## src/rtl/hdlcr_pkg.sv

```systemverilog
// ----------------------------------------------------------------------------
// hdlcr_pkg
// Shared types, constants and the CRC-16 byte update for the HDLC receiver.
// ----------------------------------------------------------------------------
package hdlcr_pkg;

  localparam int unsigned LenW   = 9;
  localparam int unsigned RunW   = 3;
  localparam int unsigned FcsW   = 16;

  localparam logic [FcsW-1:0] FcsInit = 16'hFFFF;
  localparam logic [FcsW-1:0] FcsPoly = 16'h8408;   // reflected CCITT
  localparam logic [RunW-1:0] RunFlag = 3'd6;       // six ones then zero
  localparam logic [RunW-1:0] RunStuff = 3'd5;      // five ones then zero
  localparam logic [LenW-1:0] MinBytesReset = 9'd18;
  localparam logic [LenW-1:0] FcsBytes = 9'd2;

  typedef enum logic [2:0] {
    KIND_DATA  = 3'd0,
    KIND_GOOD  = 3'd1,
    KIND_SHORT = 3'd2,
    KIND_CRC   = 3'd3,
    KIND_LONG  = 3'd4,
    KIND_ABORT = 3'd5
  } kind_e;

  // Classification of one line bit after the ones-run check.
  typedef struct packed {
    logic is_abort;  // seventh one in a row
    logic is_flag;   // zero after six ones
    logic is_stuff;  // zero after five ones, dropped
    logic is_data;   // ordinary frame bit
  } bit_evt_t;

  // LSB-first CRC-16 update over one byte.
  function automatic logic [FcsW-1:0] crc_byte(input logic [FcsW-1:0] crc_in,
                                               input logic [7:0] b);
    logic [FcsW-1:0] c;
    c = crc_in;
    for (int i = 0; i < 8; i++) begin
      if (c[0] ^ b[i]) begin
        c = (c >> 1) ^ FcsPoly;
      end else begin
        c = c >> 1;
      end
    end
    return c;
  endfunction

endpackage

```

## src/rtl/hdlcr_destuff.sv

```systemverilog
// ----------------------------------------------------------------------------
// hdlcr_destuff
// Ones-run counter: flags, aborts and stuffed bits on the received stream.
// ----------------------------------------------------------------------------
module hdlcr_destuff
  import hdlcr_pkg::*;
(
  input  logic     clk_i,
  input  logic     rst_ni,
  input  logic     bit_fire_i,  // a bit is taken this cycle
  input  logic     bit_i,
  input  logic     clr_run_i,   // frame dropped for length, restart the run
  output bit_evt_t evt_o
);

  logic [RunW-1:0] ones_q, ones_d;

  always_comb begin
    evt_o.is_abort = bit_i && (ones_q == RunFlag);
    evt_o.is_flag  = !bit_i && (ones_q == RunFlag);
    evt_o.is_stuff = !bit_i && (ones_q == RunStuff);
    evt_o.is_data  = !(evt_o.is_abort || evt_o.is_flag || evt_o.is_stuff);
  end

  always_comb begin
    ones_d = ones_q;
    if (bit_fire_i) begin
      if (clr_run_i || !bit_i || evt_o.is_abort) begin
        ones_d = '0;
      end else begin
        ones_d = ones_q + RunW'(1);
      end
    end
  end

  always_ff @(posedge clk_i or negedge rst_ni) begin
    if (!rst_ni) begin
      ones_q <= '0;
    end else begin
      ones_q <= ones_d;
    end
  end

endmodule

```

## src/rtl/hdlc_frame_receiver_core.sv

```systemverilog
// ----------------------------------------------------------------------------
// hdlc_frame_receiver_core
// HDLC deframer: flag/abort detection, bit destuffing, byte assembly with a
// two-byte FCS holdback, CRC-16 check and one status item per frame.
// ----------------------------------------------------------------------------
// Output: a result item is registered and appears in the output register in the
//   cycle after the input bit that causes it is accepted.
// Throughput: one bit per cycle; the output register frees as it is taken,
//   so rx_ready_o only drops while a result waits and res_ready_i is low.
// Reset: asynchronous, active low; waits for a flag, min_frame_bytes = 18.
// ----------------------------------------------------------------------------
module hdlc_frame_receiver_core
  import hdlcr_pkg::*;
#(
  parameter int unsigned MAX_FRAME_BYTES = 288  // 18 .. 511
) (
  input  logic            clk_i,
  input  logic            rst_ni,
  // configuration
  input  logic            cfg_we_i,
  input  logic [LenW-1:0] cfg_wdata_i,
  // received bits
  input  logic            rx_valid_i,
  output logic            rx_ready_o,
  input  logic            rx_bit_i,
  // result items
  output logic            res_valid_o,
  input  logic            res_ready_i,
  output logic [2:0]      kind_o,
  output logic [7:0]      data_byte_o,
  output logic [LenW-1:0] payload_length_o
);

  localparam logic [LenW-1:0] MaxBytes = LenW'(MAX_FRAME_BYTES);

  // Frame state
  logic            in_frame_q, in_frame_d;
  logic [7:0]      shift_q, shift_d;
  logic [2:0]      bit_pos_q, bit_pos_d;
  logic [LenW-1:0] total_q, total_d;
  logic [7:0]      older_q, older_d;      // oldest held byte, next to release
  logic [7:0]      newer_q, newer_d;
  logic [FcsW-1:0] fcs_q, fcs_d;
  logic [LenW-1:0] min_bytes_q;

  // Output register
  logic            res_valid_q, res_valid_d;
  kind_e           kind_q, kind_d;
  logic [7:0]      data_q, data_d;
  logic [LenW-1:0] len_q, len_d;
  logic            emit;

  logic            rx_fire;
  logic            clr_run;
  bit_evt_t        evt;
  logic [7:0]      shifted;
  logic [LenW-1:0] released;
  logic            fcs_match;
  logic            frame_open;

  // Output slot frees when empty or being taken in this cycle.
  assign rx_ready_o = !res_valid_q || res_ready_i;
  assign rx_fire    = rx_valid_i && rx_ready_o;

  hdlcr_destuff u_destuff (
    .clk_i      (clk_i),
    .rst_ni     (rst_ni),
    .bit_fire_i (rx_fire),
    .bit_i      (rx_bit_i),
    .clr_run_i  (clr_run),
    .evt_o      (evt)
  );

  assign shifted    = {rx_bit_i, shift_q[7:1]};
  assign released   = (total_q >= FcsBytes) ? (total_q - FcsBytes) : '0;
  assign fcs_match  = (~fcs_q) == {newer_q, older_q};
  assign frame_open = in_frame_q && (total_q != '0);

  always_comb begin
    in_frame_d = in_frame_q;
    shift_d    = shift_q;
    bit_pos_d  = bit_pos_q;
    total_d    = total_q;
    older_d    = older_q;
    newer_d    = newer_q;
    fcs_d      = fcs_q;
    clr_run    = 1'b0;
    emit       = 1'b0;
    kind_d     = KIND_DATA;
    data_d     = '0;
    len_d      = '0;

    if (rx_fire) begin
      priority if (evt.is_abort || evt.is_flag) begin
        // Either way the frame restarts; a flag opens a new one.
        if (frame_open) begin
          emit  = 1'b1;
          len_d = released;
          priority if (evt.is_abort) begin
            kind_d = KIND_ABORT;
          end else if (total_q < FcsBytes || total_q < min_bytes_q) begin
            kind_d = KIND_SHORT;
          end else if (fcs_match) begin
            kind_d = KIND_GOOD;
          end else begin
            kind_d = KIND_CRC;
          end
        end
        in_frame_d = evt.is_flag;
        shift_d    = '0;
        bit_pos_d  = '0;
        total_d    = '0;
        older_d    = '0;
        newer_d    = '0;
        fcs_d      = FcsInit;
      end else if (evt.is_data && in_frame_q) begin
        shift_d = shifted;
        if (bit_pos_q != 3'd7) begin
          bit_pos_d = bit_pos_q + 3'd1;
        end else begin
          bit_pos_d = '0;
          if (total_q >= MaxBytes) begin
            // Over length: drop the frame and hunt for the next flag.
            emit       = 1'b1;
            kind_d     = KIND_LONG;
            len_d      = released;
            clr_run    = 1'b1;
            in_frame_d = 1'b0;
            shift_d    = '0;
            total_d    = '0;
            older_d    = '0;
            newer_d    = '0;
            fcs_d      = FcsInit;
          end else begin
            // Byte enters the holdback; the one pushed out is released.
            if (total_q >= FcsBytes) begin
              emit   = 1'b1;
              data_d = older_q;
              fcs_d  = crc_byte(fcs_q, older_q);
            end
            older_d = newer_q;
            newer_d = shifted;
            total_d = total_q + LenW'(1);
          end
        end
      end else begin
        // stuffed bit, or line noise outside a frame
      end
    end
  end

  always_comb begin
    res_valid_d = res_valid_q;
    if (rx_fire) begin
      res_valid_d = emit;
    end else if (res_ready_i) begin
      res_valid_d = 1'b0;
    end
  end

  always_ff @(posedge clk_i or negedge rst_ni) begin
    if (!rst_ni) begin
      in_frame_q  <= 1'b0;
      shift_q     <= '0;
      bit_pos_q   <= '0;
      total_q     <= '0;
      older_q     <= '0;
      newer_q     <= '0;
      fcs_q       <= FcsInit;
      min_bytes_q <= MinBytesReset;
      res_valid_q <= 1'b0;
    end else begin
      in_frame_q  <= in_frame_d;
      shift_q     <= shift_d;
      bit_pos_q   <= bit_pos_d;
      total_q     <= total_d;
      older_q     <= older_d;
      newer_q     <= newer_d;
      fcs_q       <= fcs_d;
      res_valid_q <= res_valid_d;
      if (cfg_we_i) begin
        min_bytes_q <= cfg_wdata_i;
      end
    end
  end

  // Result payload, loaded only with a new result
  always_ff @(posedge clk_i) begin
    if (rx_fire && emit) begin
      kind_q <= kind_d;
      data_q <= data_d;
      len_q  <= len_d;
    end
  end

  assign res_valid_o      = res_valid_q;
  assign kind_o           = kind_q;
  assign data_byte_o      = data_q;
  assign payload_length_o = len_q;

`ifndef NO_ASSERTIONS
  // Outside a frame nothing is being assembled.
  a_idle_clear: assert property (@(posedge clk_i) disable iff (!rst_ni)
    !in_frame_q |-> (total_q == '0) && (bit_pos_q == '0))
    else $error("frame state left over outside a frame");

  // Byte count never passes the frame limit.
  a_total_limit: assert property (@(posedge clk_i) disable iff (!rst_ni)
    total_q <= MaxBytes)
    else $error("byte count beyond frame limit");

  // Data items carry no length, status items carry no byte.
  a_data_len: assert property (@(posedge clk_i) disable iff (!rst_ni)
    res_valid_o && (kind_o == KIND_DATA) |-> payload_length_o == '0)
    else $error("data item with nonzero length");

  a_status_byte: assert property (@(posedge clk_i) disable iff (!rst_ni)
    res_valid_o && (kind_o != KIND_DATA) |-> data_byte_o == '0)
    else $error("status item with nonzero byte");

  // An accepted bit after a held result means the result was taken.
  a_no_overwrite: assert property (@(posedge clk_i) disable iff (!rst_ni)
    res_valid_q && !res_ready_i |-> !rx_fire)
    else $error("result overwritten while stalled");
`endif

endmodule

```

## config.mk

```make
export PLATFORM = sky130hd
export DESIGN_NAME = hdlc_frame_receiver_core
export DESIGN_NICKNAME = d
export VERILOG_FILES = /design/src/rtl/hdlcr_pkg.sv /design/src/rtl/hdlcr_destuff.sv /design/src/rtl/hdlc_frame_receiver_core.sv
export SDC_FILE = /design/constraint.sdc
export NUM_CORES = 1
export LEC_CHECK = 0
export ABC_AREA = 0
export BUFFER_PORTS_ARGS = -buffer_cell sky130_fd_sc_hd__buf_2
export CORE_MARGIN = 4
export CORE_UTILIZATION = 30
export DETAILED_ROUTE_END_ITERATION = 6
export PLACE_DENSITY_LB_ADDON = 0.08
export SKIP_LAST_GASP = 1
export SYNTH_ARGS = -nofsm -noshare
export SYNTH_HDL_FRONTEND = slang
export SYNTH_SLANG_ARGS = --single-unit
```

## constraint.sdc

```tcl
create_clock -name clk_i -period 5.22 [get_ports clk_i]
set_clock_uncertainty 0.05 [all_clocks]
set_input_delay 1.044 -clock clk_i [delete_from_list [all_inputs] [get_ports clk_i]]
set_output_delay 1.044 -clock clk_i [all_outputs]
set_load 0.05 [all_outputs]
```

---- Word level (Yosys, flattened, before mapping) ----
Cells that the tools add are included.
cells by class
  $add $sub $neg .......................... 4
  order comparisons ....................... 4
  bitwise logic cells ..................... 20
  mux-type cells .......................... 106
  equality and inequality tests ........... 5
  shift-type cells ........................ 0
  reduce and logical (&&, ||, !) cells .... 26
  multipliers ............................. 0
  divide/modulo/power cells ............... 0
operators by type and width
  operator                                                                              count
  16-bit 2-to-1 mux                                                                     55
  9-bit 2-to-1 mux                                                                      10
  8-bit 2-to-1 mux                                                                      11
  3-bit 2-to-1 mux                                                                      10
  2-bit NOT with 3-bit output                                                           8
  1-bit 2-to-1 mux                                                                      18
  16-bit equality test                                                                  1
  16-bit NOT                                                                            1
  9-bit by 1-bit adder with 9-bit output (second input constant)                        1
  9-bit by 2-bit greater-or-equal comparator with 1-bit output (second input constant)  1
  9-bit greater-or-equal comparator (second input constant)                             1
  9-bit by 2-bit < comparator with 1-bit output (second input constant)                 1
  9-bit < comparator                                                                    1
  9-bit nonzero test                                                                    1
  9-bit by 2-bit subtractor with 9-bit output (second input constant)                   1
  4-bit AND reduction                                                                   2
  1-bit XOR                                                                             8
  1-bit logical AND                                                                     7
  3-bit by 1-bit adder with 3-bit output (second input constant)                        2
  3-bit equality test (second input constant)                                           2
  1-bit logical OR                                                                      6
  2-bit nonzero test                                                                    3
  6-bit OR reduction                                                                    1
  2-bit 2-to-1 mux                                                                      2
  other kinds (7)                                                                       11
word-level totals
  memories ................................ 0
  latch bits .............................. 0
  memory bits (read-only) ................. 0
  RAM bits ................................ 0
  flip-flop bits (word level) ............. 86
  output and inout port bits .............. 22
  word-level logic and storage cells ...... 178

---- Depth between registers and ports, before layout ----
Gate-level depths: netlist (run 1).
  word-level depth ........................ 64
  gate-level depth with buffers ........... 9

---- Hierarchy ----
From an unflattened synthesis (run 1), not the netlist that was laid out.
unflattened totals
  cell total of the unflattened synthesis .. 374
  area, all modules ....................... 4336.7 µm²
by module, submodules not included
  module                    cells an instance  times used  area an instance (µm²)
  hdlc_frame_receiver_core  350                1           4126.5
  hdlcr_destuff             24                 1           210.2

---- Least setup slack after synthesis (run 1) ----
Ideal clock, no wire load.
  path type ............................... input -> register
  from .................................... in res_ready_i
  to ...................................... reg data_q[0] (netlist: data_byte_o[0]), enable pin
  setup slack ............................. 2290 ps
  stages .................................. 5
  data arrival time ....................... 2504 ps
  setup time .............................. 377 ps
  required time ........................... 4793 ps
  cell sequence ........................... nand2b_1 -> and3_1 -> clkbuf_1 -> nand2_1 -> nand2_1
between the ends
  word-level cells in the longest chain between the ends .. 4
RTL lines
  what                    RTL line                         RTL
  start: declaration      hdlc_frame_receiver_core.sv:28   input logic res_ready_i,
  1-bit logical OR (*)    hdlc_frame_receiver_core.sv:62   assign rx_ready_o = !res_valid_q || res_ready_i;
  1-bit logical AND (*)   hdlc_frame_receiver_core.sv:63   assign rx_fire = rx_valid_i && rx_ready_o;
  1-bit 2-to-1 mux        hdlc_frame_receiver_core.sv:93   if (rx_fire) begin
  1-bit logical AND (*)   hdlc_frame_receiver_core.sv:189  if (rx_fire && emit) begin
  end signal: assignment  hdlc_frame_receiver_core.sv:191  data_q <= data_d;
  end: declaration        hdlc_frame_receiver_core.sv:49   logic [7:0] data_q, data_d;
Every way passes the cells marked *; elsewhere a longest branch is shown, timed or not.
A chain may end at the register's enable or synchronous reset.

---- Worst setup path after layout (run 1) ----
  from .................................... reg total_q[1]
  to ...................................... reg data_q[5] (netlist: data_byte_o[5]), enable pin
between the ends
  word-level cells in the longest chain between the ends .. 8
  elaborated cells on any way between the ends .. 12
RTL lines
  what                                                          RTL line                         RTL
  start: declaration                                            hdlc_frame_receiver_core.sv:40   logic [LenW-1:0] total_q, total_d;
  start signal: assignment                                      hdlc_frame_receiver_core.sv:176  total_q <= total_d;
  9-bit by 2-bit greater-or-equal comparator with 1-bit output  hdlc_frame_receiver_core.sv:136  if (total_q >= FcsBytes) begin
  1-bit 2-to-1 mux                                              hdlc_frame_receiver_core.sv:136
  1-bit 2-to-1 mux                                              hdlc_frame_receiver_core.sv:122  if (total_q >= MaxBytes) begin
  1-bit 2-to-1 mux                                              hdlc_frame_receiver_core.sv:118  if (bit_pos_q != 3'd7) begin
  1-bit 2-to-1 mux                                              hdlc_frame_receiver_core.sv:116  end else if (evt.is_data && in_frame_q) begin
  1-bit 2-to-1 mux (*)                                          hdlc_frame_receiver_core.sv:94   priority if (evt.is_abort || evt.is_flag) begin
  1-bit 2-to-1 mux (*)                                          hdlc_frame_receiver_core.sv:93
  1-bit logical AND (*)                                         hdlc_frame_receiver_core.sv:189
Marked as above.

==> results list, run 1 <==
- Result of the run: finished, final reports clean
- Once detail routing completed, the nets flagged for antenna violations numbered 0.
- Clock-pin slew was measured on the worst setup and hold paths at 0.07 ns.
- Largest buffer count on any clock path: 2
* Number of slew-limit violations in the final report: 0
- The worst setup path is captured at a flop.
- In this run, post-CTS repair resized a total of 0 instances.
* TritonCTS clock tree: done
* Number of antenna violations at the first check in global routing: 0
- Startpoint of the lowest-slack register-to-register path: total_q[1]
* Synthesized netlist cell count: 416
- For flop-to-flop paths, the worst setup slack is 2.40 ns.
* Mapped Nets: between 400 and 500
* Endpoint, Worst Hold: fcs_q[2]
- EDFF count, synth: 20
- In this run the cell area measured after placement is 4680 µm².
- After synthesis, flip-flops and latches occupy 51.6% of the total area.
- Entering global routing, the biggest net connects 66 pins.
- Via/cell ratio: 4.75
* Maximum level of the CTS H-tree: 3
- Shortest period the worst path allows: 2.82 ns
- Power density relative to cell area: 321 nW/µm²
- The tool flagged a number of max-cap violations equal to 0.
- Number of port buffers: 36
* First-pass GRT wire length: 17400 µm
* Highest clock frequency the design can meet: 0.355 GHz
- Total standard cell area after synthesis: 4360 µm²
- Among all flip-flop cells after synthesis, the most frequent one is dfrtp_1.
* Fraction of synthesis flops using an asynchronous set or reset pin: 76.5%
- Counting instances, the worst hold path has a depth of 2.
* Crit path kind: flop to flop
* Total inserted antenna cells: 0
- Share of the core filled with cells in the final layout: 35.3%
* Data arrival time of the worst path: 2.62 ns
- Layout overhead on the synthesized area: 13.6%
- Hold-fix buffers, CTS: 0
* Setup repair after global routing missed its margin: false
- Pre-antenna DRT Iters: 4
- Share of layout cells above drive strength 1: 20.6%
* Number of storage elements in the synthesis netlist: 85
- Setup violations remaining at the end of the flow were counted as 0.
* Data required, critical path: 5.02 ns
- Final nets: 480
- Initial standard-cell utilization of the core: a little under a third
- Mapped Avg Cell Area: between 10 and 15 µm²
- Setup TNS Final: 0 ns
- Number of fillers in the final layout: 1444
- Counting distinct cell types in the post-synthesis netlist gives 51.
- Die area: 16500 µm²
- Top-level I/O count: 37
- For this block, the routed nets add up to 10400 µm of wire.
* Slew at the pin closest to its max-slew limit: approximately 1.0 ns
- The region available for standard cell placement spans 14000 µm².
- Cts bufs inserted: 9
* Max-Slew Margin vs Limit: 31.8%
- WL per Instance: 16.5 µm
* Total overflow reported by the global router: 0
- Residual DRC count: 0
- Of all nets on the critical path, the largest fanout is 20.
* Number of warnings reported in the yosys synthesis log: 0
- CTS root buffer: clkbuf_16
* Min-Delay Path Class: flop to flop
* Fin. Hold Viols: 0
- The worst setup path is launched from a flop.
- Post-CTS Setup Repair Bufs: 0
- Summed over all cells, the static leakage comes to 2.37 nW.
* Total clock sinks: between 80 and 90
- Post-layout instance area: roughly 5000 µm²
* Initial DRC count: 272
- The worst register-to-register path ends at data_byte_o[5].
* Latest clock arrival within the worst-skew pair: approximately 0.34 ns
- HPWL after detailed placement: 7220 µm
* HP Start: fcs_q[2]
* Total number of placement rows: 43
- The final route contains 3002 vias.
- Counting cells, the worst reg-to-reg path comes to 6.
- In this run the vertical extent of the chip is between 100 and 150 µm.
* Post-route clock period utilization: roughly 54%
- The congestion estimate from routability-driven global placement came to about 0.76.
- Chip Width: 129 µm
- Global routing used a little over an eighth of the available tracks.
- Worst IR drop on VDD: 149 µV
- Number of global-route vias before repair: between 3000 and 4000
[worst max path at each step]
stage / startpoint / endpoint / slack, ns / cells past startpoint
2_1_floorplan: res_ready_i / data_byte_o[0] / 2.29 / 5
3_5_place_dp: rx_bit_i / in_frame_q / 2.09 / 6
6_report: total_q[1] / data_byte_o[5] / 2.40 / 6
4_1_cts: u_destuff.ones_q[0] / total_q[6] / 2.42 / 8
3_3_place_gp: rx_bit_i / in_frame_q / 2.15 / 6
5_1_grt: u_destuff.ones_q[0] / total_q[6] / 2.17 / 8
[per-stage QoR]
step / power, mW / setup slack (ns) / hold slack (ns) / instances
after global routing: 1.68 / 2.17 / 0.431 / 632
after CTS: 1.61 / 2.42 / 0.418 / 632
after detailed placement: 0.998 / 2.09 / 0.408 / 616
final: 1.59 / 2.40 / 0.419 / 632
after global placement: 0.998 / 2.15 / 0.406 / 616
after floorplan: 0.937 / 2.29 / 0.398 / 416
[critical path, stage by stage (launching register included)]
cell and delay (ns):
dfrtp_1 0.48, inv_1 0.17, ha_1 0.19, nor3b_2 0.37, nand3_2 0.20, nand3_1 0.22
nand2_1 0.64
[final cells by class]
class | instances | area [µm²] | share of cell area [%]
flip-flops and latches | 85 | 2250 | 45.4
multi-input cells | 292 | 1920 | 38.8
clock buffers | 11 | 243 | 4.90
well taps | 180 | 225 | 4.55
inverters | 20 | 75.1 | 1.52
clock inverters | 5 | 35.0 | 0.707
repair buffers | 39 | 203 | 4.09
[sequential cells by signal, indices dropped and copies added, names as in the netlist]
name,cells
in_frame_q,1
min_bytes_q,9
newer_q,8
bit_pos_q,3
total_q,9
res_valid_o,1
kind_o,3
data_byte_o,8
shift_q,7
older_q,8
payload_length_o,9
u_destuff.ones_q,3
fcs_q,16
[cells by family after synthesis]
family / after synthesis / share of synthesized area (%)
simple gates: 158 / 17.2
flops: 85 / 51.6
compound gates: 66 / 10.4
buf+inv: 39 / 4.30
xor+xnor: 38 / 7.63
fa+ha+maj: 18 / 5.17
mux: 12 / 3.76
[power breakdown]
group	internal [mW]	total (mW)	switching, mW	leakage (nW)
combinational	0.100	0.219	0.118	1.18
clock	0.336	0.604	0.268	0.132
sequential	0.728	0.765	0.0371	1.06
total	1.16	1.59	0.424	2.37
[layout by cell type (no fill, tap or decap), types with 19 or more instances in the layout]
master	synthesis	final
buf_2	6	36
dfrtp_1	47	47
edfxtp_1	20	20
inv_1	20	20
nand2_1	66	66
nand3_1	24	24
nor2_1	26	26
o21ai_0	19	19
xnor2_1	23	23
[per-layer routing]
| metal | vias up | global-route usage [%] | part of all wire [%] | wire length, µm |
|---|---|---|---|---|
| met5 | - | 0 | 0 | 0 |
| met2 | 64 | 17.9 | 40 | 4120 |
| met1 | 1423 | 21.7 | 53 | 5530 |
| li1 | 1505 | - | - | - |
| met3 | 10 | 2.57 | 5.9 | 612 |
| met4 | 0 | 5.31 | 1.5 | 155 |
[Yosys cell counts, drive strengths merged (3+ instances only)]
cell     n  area [µm²]
dfstp   18         473
nor3     8        40.0
clkbuf   8        30.0
nand4    6        37.5
dfrtp   47        1180
inv     20        75.1
o21ai   21         109
nand2   67         254
mux2    11         154
a21o     3        22.5
and2    11        68.8
o31ai    3        22.5
a22o     7        61.3
ha      18         225
a31oi    3        18.8
o41ai    3        26.3
xnor2   23         201
a21oi   14        81.3
nand3   25         130
a32o     3        30.0
edfxtp  20         601
xor2    15         131
buf     11        82.6
nor2    27         104
Power figures use the tool's default switching activity.
==> inputs of run 2 (changes only) <==
- clock period: 5.22 -> 2.6 ns (I/O delays scaled with it)
==> results list, run 2 (same netlist as run 1, synthesis figures left out) <==
- Initial standard-cell utilization of the core: 31.1% (unchanged)
* Min-Delay Path Class: input port to async pin
* Standard cell core area: 14000 µm² (unchanged)
- Last weighted congestion value of the routability-driven placer: 0.784 (+3.0%)
- The top cell types in the final layout, fill and taps aside, are nand2_1 (66), dfrtp_1 (47), buf_2 (36), nor2_1 (26), nand3_1 (24).
- The post-route worst setup slack is 0.266 ns (-2.14 ns).
- The initial antenna violation count was 0 (unchanged).
- First-pass GRT wire length: 17600 µm (+1.3%)
- The number of sinks on the clock net is 85 (unchanged).
- The total power was 3.22 mW (+100%).
- The total number of placement rows came to 43 (unchanged).
* Startpoint of the lowest-slack register-to-register path: total_q[2]
- The number of post-CTS setup repair buffers is 0 (unchanged).
- Die area: 16500 µm² (unchanged)
- Via/cell ratio: 4.80 (+0.98%)
- Clock tree synthesis selected as its root buffer the cell clkbuf_16.
* Number of port buffers: 36 (unchanged)
- From synthesis to final layout, the design area changed by 15.4%.
* Data arrival time of the worst path: 2.49 ns (-0.13 ns)
- The TritonCTS buffer count was 9 (unchanged).
- Total of cells resized after clock tree synthesis: 0 (unchanged)
* Max-Slew Margin vs Limit: 55.0% (+23 points)
* Critical Path, Cell by Cell: inv_1 > ha_1 > or4b_1 > nand3_2 > nand3_1 > nor2_2 > and2_1
- Fin. Hold Viols: 0 (unchanged)
- Total overflow reported by the global router: 0 (unchanged)
* Number of global-route vias before repair: 3176 (+2.7%)
* Share of layout cells above drive strength 1: 21.6% (+0.99 points)
- Pre-CTS setup slack: 0.300 ns (-1.78 ns)
* Number of cells traversed by the worst register-to-register path: 7 (+1)
- Share of total power in the clock network: 38.2% (+0.2 points)
- The required time at the worst-slack endpoint was 2.76 ns (-2.26 ns).
- On the critical path, the stage with the largest delay is an instance of dfrtp_1.
* Initial DRC count: 202 (-26%)
* Setup repair after global routing missed its margin: false
* Aggregate global-route resource usage: 13.7% (+0.052 points)
* Leading cell type in the layout, fill and taps excluded: nand2_1
- The maximum fanout along the worst path was 9 (-55%).
- Pre-antenna DRT Iters: 5 (+1)
- Final nets: 487 (+1.5%)
- Vertical extent of the die: 129 µm (unchanged)
* Pin count of the biggest net entering global routing: 40 (-39%)
- Final setup violation count: 0 (unchanged)
- R2r setup slk: 0.27 ns (-2.14 ns)
- Number of slew-limit violations in the final report: 0 (unchanged)
* Top-level I/O count: 37 (unchanged)
- In this run the critical register-to-register path is captured at data_byte_o[6].
- Maximum cell stage delay along the critical path: 0.46 ns (-0.18 ns)
- The flow ran to the end, and the final reports show no timing, DRC or antenna violations.
* Shortest period the worst path allows: 2.33 ns (-0.484 ns)
- Total via count after detailed routing: 3065 (+2.1%)
* Hold-fix buffers, CTS: 0 (unchanged)
* Number of fillers in the final layout: 1442 (-0.14%)
- Power density relative to cell area: 639 nW/µm² (+99%)
- Most flop-heavy register: fcs_q
- The count of maximum capacitance violations is 0 (unchanged).
- Switching power summed over all nets: 0.848 mW (+100%)
- Post-route clock period utilization: 89.8% (+36 points)
- The estimated wirelength of the detail-placed design was 7440 µm (+3.2%).
* Largest register FFs: 16 (unchanged)
* Latest clock arrival within the worst-skew pair: 0.34 ns (about the same)
* Total inserted antenna cells: 0 (unchanged)
- Power Internal: 2.37 mW (+100%)
- Worst IR drop on VDD: 264 µV (+77%)
* TritonCTS clock tree: done
- The count of nets left with antenna violations after detail routing came to 0 (unchanged).
- Critical Path Sink Type: flop
* Share of the core filled with cells in the final layout: 35.8% (+0.57 points)
- The total wirelength of the detailed-routed design is 10400 µm (-0.38%).
- The worst setup path is launched from a flop.
- The combinational fraction of design power came to 14.0% (+0.2 points).
- Sequential group share of total power: 47.8% (-0.4 points)
- The fmax was 0.428 GHz (+21%).
- The die width was 129 µm (unchanged).
* Crit path kind: flop to flop
- The post-detailed-route DRC marker count is 0 (unchanged).
- The reported leakage power came to 2.42 nW (+2.0%).
* WL per Instance: 16.2 µm (-1.5%)
- The maximum level of the CTS H-tree was 3 (unchanged).
- The share of total power consumed by net switching was 26.4% (-0.33 points).
- The number of buffers on the longest clock path was 2 (unchanged).
- Slew at the pin closest to its max-slew limit: 0.674 ns (-0.346 ns)
* Setup TNS Final: 0 ns (unchanged)
- Clock edge transition at the registers on the reported setup and hold paths: 0.06 ns (about the same)
[run 2: changes by cell type in the layout (fill, tap and decap cells not counted)]
cell      delta
clkinv_4     -1
buf_4        +5
clkbuf_8     +1
inv_4        -1
buf_12       +2
clkbuf_1     +1
[run 2: power groups by stage]
stage	Combinational (mW)	Clock, mW	Sequential, mW
after floorplan	0.344	0	1.54
after global routing	0.515	1.33	1.55
after CTS	0.454	1.27	1.54
after detailed placement	0.452	0	1.56
after global placement	0.453	0	1.56
final	0.451	1.23	1.54
[run 2: layout make-up]
| cell class | instances | area [µm²] | share of cell area (%) |
|---|---|---|---|
| clock buffer | 13 | 260 | 5.17 |
| sequential | 85 | 2250 | 44.7 |
| clock inverter | 3 | 20.0 | 0.398 |
| tap | 180 | 225 | 4.47 |
| multi-input combinational | 292 | 1920 | 38.2 |
| inverter | 20 | 75.1 | 1.49 |
| timing repair buffer | 46 | 280 | 5.57 |
[run 2: worst max-delay path by stage]
stage,startpoint,to,slack [ns],cells past startpoint
2_1_floorplan,res_valid_o,data_byte_o[0],0.12,5
3_5_place_dp,total_q[2],data_byte_o[6],0.30,7
3_3_place_gp,total_q[2],data_byte_o[4],0.34,7
4_1_cts,total_q[2],data_byte_o[6],0.28,7
6_report,total_q[2],data_byte_o[6],0.27,7
5_1_grt,total_q[2],data_byte_o[5],0.13,7
[run 2: metrics by stage]
stage,std cells,hold slack (ns),cell area (µm²)
2_1_floorplan,416,0.174,4360
3_3_place_gp,623,0.407,4750
3_5_place_dp,623,0.411,4750
4_1_cts,639,0.171,5030
5_1_grt,639,0.216,5030
6_report,639,0.166,5030
[run 2: worst max-delay path: cells and delay by family, from the launching register on]
family | cells | cell delay [ns]
fa+ha+maj | 1 | 0.14
buf+inv | 1 | 0.15
flops | 1 | 0.46
simple gates | 5 | 1.39
[run 2: metal layers]
| metal | up-vias | global-route usage [%] | routed length [µm] |
|---|---|---|---|
| met1 | 1497 | 21.3 | 5600 |
| met4 | 0 | 5.68 | 119 |
| met2 | 51 | 18.3 | 4250 |
| met3 | 12 | 2.74 | 408 |
| li1 | 1505 | - | - |
| met5 | - | 0 | 0 |
